--- src/rtl/channel_slot_table_defines.svh ---
// Assertion macros for the channel slot table RTL.
`ifndef CHANNEL_SLOT_TABLE_DEFINES_SVH
`define CHANNEL_SLOT_TABLE_DEFINES_SVH

// Check on the rising clock edge, skipped while reset is high.
`define CST_ASSERT(lbl, prop, msg) \
  lbl: assert property (@(posedge clk) disable iff (rst) prop) else $error(msg);

// Check on the rising clock edge, reset included.
`define CST_ASSERT_ALWAYS(lbl, prop, msg) \
  lbl: assert property (@(posedge clk) prop) else $error(msg);

`endif

--- src/rtl/cst_pkg.sv ---
// Types and codes shared by the channel slot table modules.
package cst_pkg;

  localparam int CMD_W    = 2;
  localparam int DEV_W    = 5;
  localparam int SA_W     = 5;
  localparam int IDX_W    = 8;
  localparam int STATUS_W = 2;
  localparam int SLOT_W   = 3;

  localparam logic [CMD_W-1:0] CMD_LOOKUP = 2'd0;
  localparam logic [CMD_W-1:0] CMD_ALLOC  = 2'd1;
  localparam logic [CMD_W-1:0] CMD_FREE   = 2'd2;
  localparam logic [CMD_W-1:0] CMD_CLAIM  = 2'd3;

  localparam logic [STATUS_W-1:0] ST_OK         = 2'd0;
  localparam logic [STATUS_W-1:0] ST_NO_MATCH   = 2'd1;
  localparam logic [STATUS_W-1:0] ST_NO_CHANNEL = 2'd2;

  typedef struct packed {
    logic [DEV_W-1:0] dev;
    logic [SA_W-1:0]  sa;
  } entry_t;

  typedef struct packed {
    logic [CMD_W-1:0] cmd;
    logic [DEV_W-1:0] dev;
    logic [SA_W-1:0]  sa;
    logic [IDX_W-1:0] idx;
  } req_t;

  typedef struct packed {
    logic [STATUS_W-1:0] status;
    logic [SLOT_W-1:0]   slot;
    logic                fresh;
  } res_t;

endpackage

--- src/rtl/cst_ram.sv ---
// Generic single write port, single read port RAM with registered read data.
module cst_ram #(
  parameter int WIDTH = 10,
  parameter int DEPTH = 8
) (
  input  logic                                     clk,
  input  logic                                     we,
  input  logic [((DEPTH > 1) ? $clog2(DEPTH) : 1)-1:0] waddr,
  input  logic [WIDTH-1:0]                         wdata,
  input  logic [((DEPTH > 1) ? $clog2(DEPTH) : 1)-1:0] raddr,
  output logic [WIDTH-1:0]                         rdata
);

  logic [WIDTH-1:0] mem [DEPTH];

  always_ff @(posedge clk) begin
    if (we) begin
      mem[waddr] <= wdata;
    end
    rdata <= mem[raddr];
  end

endmodule

--- src/rtl/cst_seq.sv ---
// Slot scan sequencer: one shared entry comparator stepped over the slot RAM.
`include "channel_slot_table_defines.svh"

module cst_seq import cst_pkg::*; #(
  parameter int SLOTS = 8
) (
  input  logic clk,
  input  logic rst,
  input  logic start,
  input  req_t req,
  input  logic res_ready,
  output logic busy,
  output logic done,
  output res_t res
);

  localparam int IW = (SLOTS > 1) ? $clog2(SLOTS) : 1;
  localparam int CW = $clog2(SLOTS + 1);
  localparam logic [CW-1:0]    SLOTS_C = CW'(SLOTS);
  localparam logic [IDX_W:0]   SLOTS_I = (IDX_W + 1)'(SLOTS);

  typedef enum logic [2:0] {IDLE, SCAN, DECIDE, CLAIM, DONE} state_t;

  state_t         state;
  req_t           req_q;
  logic [CW-1:0]  cnt;
  logic           rd_pend;
  logic [IW-1:0]  rd_idx;
  logic           match_hit;
  logic [IW-1:0]  match_idx;
  logic           free_hit;
  logic [IW-1:0]  free_idx;
  logic [SLOTS-1:0] vld;
  res_t           res_q;

  logic           we;
  logic [IW-1:0]  waddr;
  entry_t         wdata;
  logic [IW-1:0]  raddr;
  entry_t         rdata;
  entry_t         cur;
  logic           is_match;
  logic           is_free;
  logic           idx_ok;
  logic           set_vld;
  logic           clr_vld;
  res_t           res_next;

  cst_ram #(
    .WIDTH($bits(entry_t)),
    .DEPTH(SLOTS)
  ) u_ram (
    .clk  (clk),
    .we   (we),
    .waddr(waddr),
    .wdata(wdata),
    .raddr(raddr),
    .rdata(rdata)
  );

  assign raddr    = (state == IDLE) ? req.idx[IW-1:0] : cnt[IW-1:0];
  assign cur      = vld[rd_idx] ? rdata : '0;
  assign is_match = (cur.dev == req_q.dev) && (cur.sa == req_q.sa);
  assign is_free  = (cur.dev == '0);
  assign idx_ok   = ({1'b0, req.idx} < SLOTS_I);
  assign wdata    = '{dev: req_q.dev, sa: req_q.sa};

  always_comb begin
    we       = 1'b0;
    set_vld  = 1'b0;
    clr_vld  = 1'b0;
    waddr    = free_idx;
    res_next = '{status: ST_NO_CHANNEL, slot: '0, fresh: 1'b0};
    if (state == DECIDE) begin
      unique case (req_q.cmd)
        CMD_LOOKUP: begin
          if (match_hit) begin
            res_next = '{status: ST_OK, slot: SLOT_W'(match_idx), fresh: 1'b0};
          end else begin
            res_next.status = ST_NO_MATCH;
          end
        end
        CMD_ALLOC: begin
          if (match_hit) begin
            res_next = '{status: ST_OK, slot: SLOT_W'(match_idx), fresh: 1'b0};
          end else if (free_hit) begin
            we       = 1'b1;
            set_vld  = 1'b1;
            res_next = '{status: ST_OK, slot: SLOT_W'(free_idx), fresh: 1'b1};
          end
        end
        CMD_FREE: begin
          if (match_hit) begin
            clr_vld  = 1'b1;
            waddr    = match_idx;
            res_next = '{status: ST_OK, slot: SLOT_W'(match_idx), fresh: 1'b0};
          end else begin
            res_next.status = ST_NO_MATCH;
          end
        end
        default: begin
          res_next.status = ST_NO_CHANNEL;
        end
      endcase
    end else if (state == CLAIM) begin
      waddr = rd_idx;
      if (is_free) begin
        we       = 1'b1;
        set_vld  = 1'b1;
        res_next = '{status: ST_OK, slot: SLOT_W'(rd_idx), fresh: 1'b1};
      end
    end
  end

  always_ff @(posedge clk) begin
    if (rst) begin
      state   <= IDLE;
      vld     <= '0;
      rd_pend <= 1'b0;
    end else begin
      unique case (state)
        IDLE: begin
          if (start) begin
            req_q     <= req;
            cnt       <= '0;
            rd_pend   <= 1'b0;
            match_hit <= 1'b0;
            free_hit  <= 1'b0;
            if (req.cmd == CMD_CLAIM) begin
              if (idx_ok) begin
                rd_idx <= req.idx[IW-1:0];
                state  <= CLAIM;
              end else begin
                res_q <= '{status: ST_NO_CHANNEL, slot: '0, fresh: 1'b0};
                state <= DONE;
              end
            end else begin
              state <= SCAN;
            end
          end
        end
        SCAN: begin
          if (cnt < SLOTS_C) begin
            cnt     <= CW'(cnt + 1'b1);
            rd_idx  <= cnt[IW-1:0];
            rd_pend <= 1'b1;
          end else begin
            rd_pend <= 1'b0;
          end
          if (rd_pend) begin
            if (is_match && !match_hit) begin
              match_hit <= 1'b1;
              match_idx <= rd_idx;
            end
            if (is_free && !free_hit) begin
              free_hit <= 1'b1;
              free_idx <= rd_idx;
            end
            if (cnt == SLOTS_C) begin
              state <= DECIDE;
            end
          end
        end
        DECIDE, CLAIM: begin
          res_q <= res_next;
          if (set_vld) begin
            vld[waddr] <= 1'b1;
          end
          if (clr_vld) begin
            vld[waddr] <= 1'b0;
          end
          state <= DONE;
        end
        DONE: begin
          if (res_ready) begin
            state <= IDLE;
          end
        end
        default: begin
          state <= IDLE;
        end
      endcase
    end
  end

  assign busy = (state != IDLE);
  assign done = (state == DONE);
  assign res  = res_q;

  `CST_ASSERT(a_fresh_is_ok, done |-> !res_q.fresh || res_q.status == ST_OK, "fresh without ok")
  `CST_ASSERT(a_fail_slot_zero, done && res_q.status != ST_OK |-> res_q.slot == '0, "fail slot")
  `CST_ASSERT(a_start_busy, start |=> busy, "start did not make the sequencer busy")
  `CST_ASSERT(a_hold_result, done && !res_ready |=> done && $stable(res_q), "result lost")

endmodule

--- src/rtl/channel_slot_table.sv ---
// Top level of the channel slot table: request handshake, sequencer and result register.
//
// Usage:
//   Request channel: req_valid/req_stall carry cmd, device_number,
//   secondary_address and slot_index. A transaction is taken at a clock
//   edge with req_valid high and req_stall low. req_stall stays high while
//   a command is in work, so one command is handled at a time.
//   Response channel: rsp_valid/rsp_stall carry status, slot and
//   newly_allocated, one response per request, in order.
//   Lookup, get-or-allocate and free scan the slot RAM one entry per cycle,
//   and a new request is taken only after the last result has moved to
//   the output register. Claim reads the named slot only, and answers with
//   no channel when the slot number is out of range.
//   The response sits in an output register; while rsp_stall holds it, the
//   next finished result waits in the sequencer and requests stall.
//   Reset marks every slot free at once through per-slot valid bits and
//   drops any pending response; no clearing pass is needed.
module channel_slot_table import cst_pkg::*; #(
  parameter int SLOTS = 8
) (
  input  logic                clk,
  input  logic                rst,
  input  logic                req_valid,
  output logic                req_stall,
  input  logic [CMD_W-1:0]    cmd,
  input  logic [DEV_W-1:0]    device_number,
  input  logic [SA_W-1:0]     secondary_address,
  input  logic [IDX_W-1:0]    slot_index,
  output logic                rsp_valid,
  input  logic                rsp_stall,
  output logic [STATUS_W-1:0] status,
  output logic [SLOT_W-1:0]   slot,
  output logic                newly_allocated
);

  logic busy;
  logic done;
  logic start;
  logic res_ready;
  req_t req;
  res_t res;

  assign req_stall = busy;
  assign start     = req_valid && !busy;
  assign res_ready = !rsp_valid || !rsp_stall;
  assign req       = '{cmd: cmd, dev: device_number, sa: secondary_address, idx: slot_index};

  cst_seq #(
    .SLOTS(SLOTS)
  ) u_seq (
    .clk      (clk),
    .rst      (rst),
    .start    (start),
    .req      (req),
    .res_ready(res_ready),
    .busy     (busy),
    .done     (done),
    .res      (res)
  );

  always_ff @(posedge clk) begin
    if (rst) begin
      rsp_valid <= 1'b0;
    end else if (done && res_ready) begin
      rsp_valid <= 1'b1;
    end else if (!rsp_stall) begin
      rsp_valid <= 1'b0;
    end
  end

  always_ff @(posedge clk) begin
    if (done && res_ready) begin
      status          <= res.status;
      slot            <= res.slot;
      newly_allocated <= res.fresh;
    end
  end

endmodule
--- config.mk ---
export PLATFORM = sky130hd
export DESIGN_NAME = channel_slot_table
export DESIGN_NICKNAME = d
export VERILOG_FILES = /design/src/rtl/cst_pkg.sv /design/src/rtl/cst_ram.sv /design/src/rtl/cst_seq.sv /design/src/rtl/channel_slot_table.sv
export VERILOG_INCLUDE_DIRS = /design/src /design/src/rtl
export SDC_FILE = /design/constraint.sdc
export NUM_CORES = 1
export LEC_CHECK = 0
export BUFFER_PORTS_ARGS = -buffer_cell sky130_fd_sc_hd__clkbuf_2
export CORE_UTILIZATION = 55
export DETAILED_ROUTE_END_ITERATION = 10
export HOLD_SLACK_MARGIN = 0.06
export PLACE_DENSITY = 0.81
export SYNTH_ARGS = -nofsm -noshare
export SYNTH_HDL_FRONTEND = slang
export SYNTH_HIERARCHICAL = 1
export SYNTH_SLANG_ARGS = --single-unit
--- constraint.sdc ---
create_clock -name clk -period 2.6 [get_ports clk]
set_input_delay 0.78 -clock clk [delete_from_list [all_inputs] [get_ports clk]]
set_output_delay 0.78 -clock clk [all_outputs]
set_load 0.02 [all_outputs]
==> flow_summary_export.csv <==
group,metric,value,unit
outcome,status,"finished, final reports clean",
placed_design,globalplace.congestion,0.866,
routing,dr.pass1.iters,5,
timing,maxSlewHeadroom,58.3,%
critical_path,slowest_stage,"mux4_2",
clocking,tritoncts,"yes",
layout,fin_nets,488,
clocking,clkSinkCount,142,
yosys,ys.flop_type,"edfxtp_1",
critical_path,required,2.84,ns
global_route,grt_pass1_wl,18700,um
timing,hold_viol_final,0,
timing,tns,0,ns
pwr,peakVddDrop,743,uV
yosys,synth_top_family_by_area,"multiplexers",
routing,drc_errors,0,
die,pin_count,32,
yosys,synthXorXnorAreaFrac,0.887,%
die,die_y,106,um
critical_path,critPathCaptureType,"register",
die,core,10400,sq um
yosys,ys_seq_area_share,68.1,%
die,dieArea,11200,sq um
yosys,syn_nets,411,
yosys,syn_area,5920,sq um
yosys,yosys_warnings,6,
global_route,grt_use_total,23.3,%
clocking,h-tree-depth,4,
yosys,yosysUniqueCellTypes,52,
critical_path,worst-setup-path-type,"register to register",
routing,drt_iter0_drc,284,
yosys,synth_adder_area_share,0.422,%
timing,whs,0.417,ns
timing,finalSetupViolations,0,
global_route,grt_max_degree,21,
yosys,syn_area_per_cell,15.4,sq um
global_route,grt_pass1_vias,3558,
placed_design,dpl_cell_area,6500,sq um
die,die_w,106,um
min_path,hold_class,"primary input to register",
run,maxCapViolCount,0,
pwr,leakagePower,2.55,nW
layout,n_antenna_cell,0,
yosys,synth_edf_count,119,
routing,ant_nets,0,
yosys,synthMuxAreaShare,12.7,%
critical_path,crit_buf_inv,0,
routing,route.detailed.wl_per_inst,19.7,um
layout,stdcell_area,7080,sq um
timing,finalClockSkew,0.00592,ns
clocking,post_cts_buffers,0,
critical_path,path_max_fanout,5,
clocking,clkLatencyLatePin,0.53,ns
clocking,cts_max_path_buffers,2,
yosys,synth_compound_area_share,5.96,%
routing,vias,3684,
critical_path,critPathLaunchType,"register",
clocking,cts_made_buffers,17,
timing,min_period_over_period,97.1,%
yosys,async_flop_share,0,%
timing,period_minus_slack,2.53,ns
clocking,cts_root_buf,"clkbuf_8",
timing,timing.final.ws_setup,0.0744,ns
critical_path,crit_family,"compound AO/OA/AOI/OAI gates",
yosys,synth_seq_cells,142,
timing,tightest_slew,0.624,ns
placed_design,dp_hpwl,7880,um
routing,routed_wl,12000,um
layout,final_layout_size_suffix_gt1_share,26.7,%
timing,final_max_slew_viol_count,0,
die,row_count,37,
routing,vias_per_cell,6.03,
critical_path,crit_chain,"mux2i_1 -> mux4_2 -> a2111oi_4 -> o2111ai_1 -> a211o_1 -> a21oi_2",
placed_design,io_buffers,31,
critical_path,max_stage_delay,0.59,ns
critical_path,cp.arrival,2.77,ns
clocking,clk_pin_slew,0.06,ns
timing,grt_setup_unrepaired,"no",
layout,area_growth,19.6,%
global_route,antenna_found_initial,0,
global_route,grt_overflow,0,
pwr,total_power,6.95,mW
die,start_util,57.1,%
placed_design,place_ws,0.0191,ns
yosys,yosys.area_share.simple,9.95,%
yosys,synthCells,385,
pwr,pwr_density_cell,981,nW/um^2
timing,maxClockFrequency,396,MHz
worst register-to-register path, delay by kind of cell, from the launching register on:
family,cells,cell delay [ns]
AO/OA/AOI/OAI,4,0.98
multiplexers,2,0.76
flip-flops,1,0.50
layer usage:
| metal | routed length (um) | GRT usage [%] | vias up |
|---|---|---|---|
| met5 | 0 | 0 | - |
| met4 | 343 | 10.0 | 0 |
| met3 | 789 | 5.94 | 42 |
| met2 | 5630 | 35.3 | 149 |
| met1 | 5270 | 32.2 | 1831 |
| li1 | - | - | 1662 |
final timing paths:
| path | startpoint | to | slack [ns] | cells past startpoint |
|---|---|---|---|---|
| max | u_seq/rd_idx[0] | u_seq/match_hit | 0.07 | 6 |
| min | device_number[4] | u_seq/req_q[17] | 0.42 | 1 |
| max reg2reg | u_seq/rd_idx[0] | u_seq/match_hit | 0.07 | 6 |
| min reg2reg | u_seq/res[2] | slot[1] | 0.42 | 0 |
state kept, by name (all words and copies together), names as in the netlist, 3 cells and up:
name and count:
u_seq/state 3, u_seq/cnt 4, u_seq/u_ram/rdata 10, u_seq/u_ram/mem 80, u_seq/req_q 12, u_seq/res 6, slot 3, u_seq/free_idx 3
u_seq/match_idx 3, u_seq/rd_idx 3, u_seq/vld 8
Yosys cell counts, types with 6 or more instances:
library cell	count	area (sq um)
a21oi_1	18	90.1
clkbuf_1	6	22.5
dfxtp_1	23	460
edfxtp_1	119	3570
inv_1	11	41.3
mux2_2	10	113
mux2i_1	9	90.1
mux4_1	20	526
nand2_1	27	101
nor2_1	29	109
nor2b_1	9	56.3
nor3_1	18	90.1
o21ai_0	12	60.1
cell type report:
type                            count  area, sq um
Sequential cell                   142         4030
Fill cell                         679         3290
Tap cell                          136          170
Inverter                           12         45.0
Multi-Input combinational cell    218         1790
Clock buffer                       19          432
Timing Repair Buffer               71          468
Clock inverter                     13          140
per-stage QoR:
| stage | instances | utilization [%] |
|---|---|---|
| floorplan | 385 | - |
| global placement | 579 | 62.6 |
| detailed placement | 579 | 62.6 |
| CTS | 611 | 68.2 |
| global route | 611 | 68.3 |
| finish | 611 | 68.3 |
power by group:
part | total [mW] | switching (mW) | internal, mW
Combinational | 1.65 | 0.850 | 0.798
Clock | 2.31 | 0.917 | 1.39
Sequential | 2.99 | 0.212 | 2.78
Total | 6.95 | 1.98 | 4.97
timing repair:
action / CTS / global route
resized for setup: 0 / 4
setup endpoints to repair: 0 / 19
hold buffers: 0 / 0
logic make-up (layout without fill, tap and decap cells):
family / count (synthesis) / in the layout
XOR/XNOR: 6 / 6
AO/OA/AOI/OAI: 54 / 54
flip-flops: 142 / 142
adder cells (fa/ha/maj): 2 / 2
multiplexers: 40 / 40
AND/OR/NAND/NOR: 116 / 116
buffers and inverters: 25 / 115
cell usage in the layout (no fill, tap or decap), drive strengths merged, types with 7 or more instances in the layout:
cell type    n
mux4        21
mux2i        9
mux2        10
a21oi       21
buf         40
nor3        18
clkinv       7
nor2b        9
dfxtp       23
inv         12
edfxtp     119
nand2       27
o21ai       12
clkbuf      50
nor2        29
No activity file was read; power rests on OpenSTA's default activity.
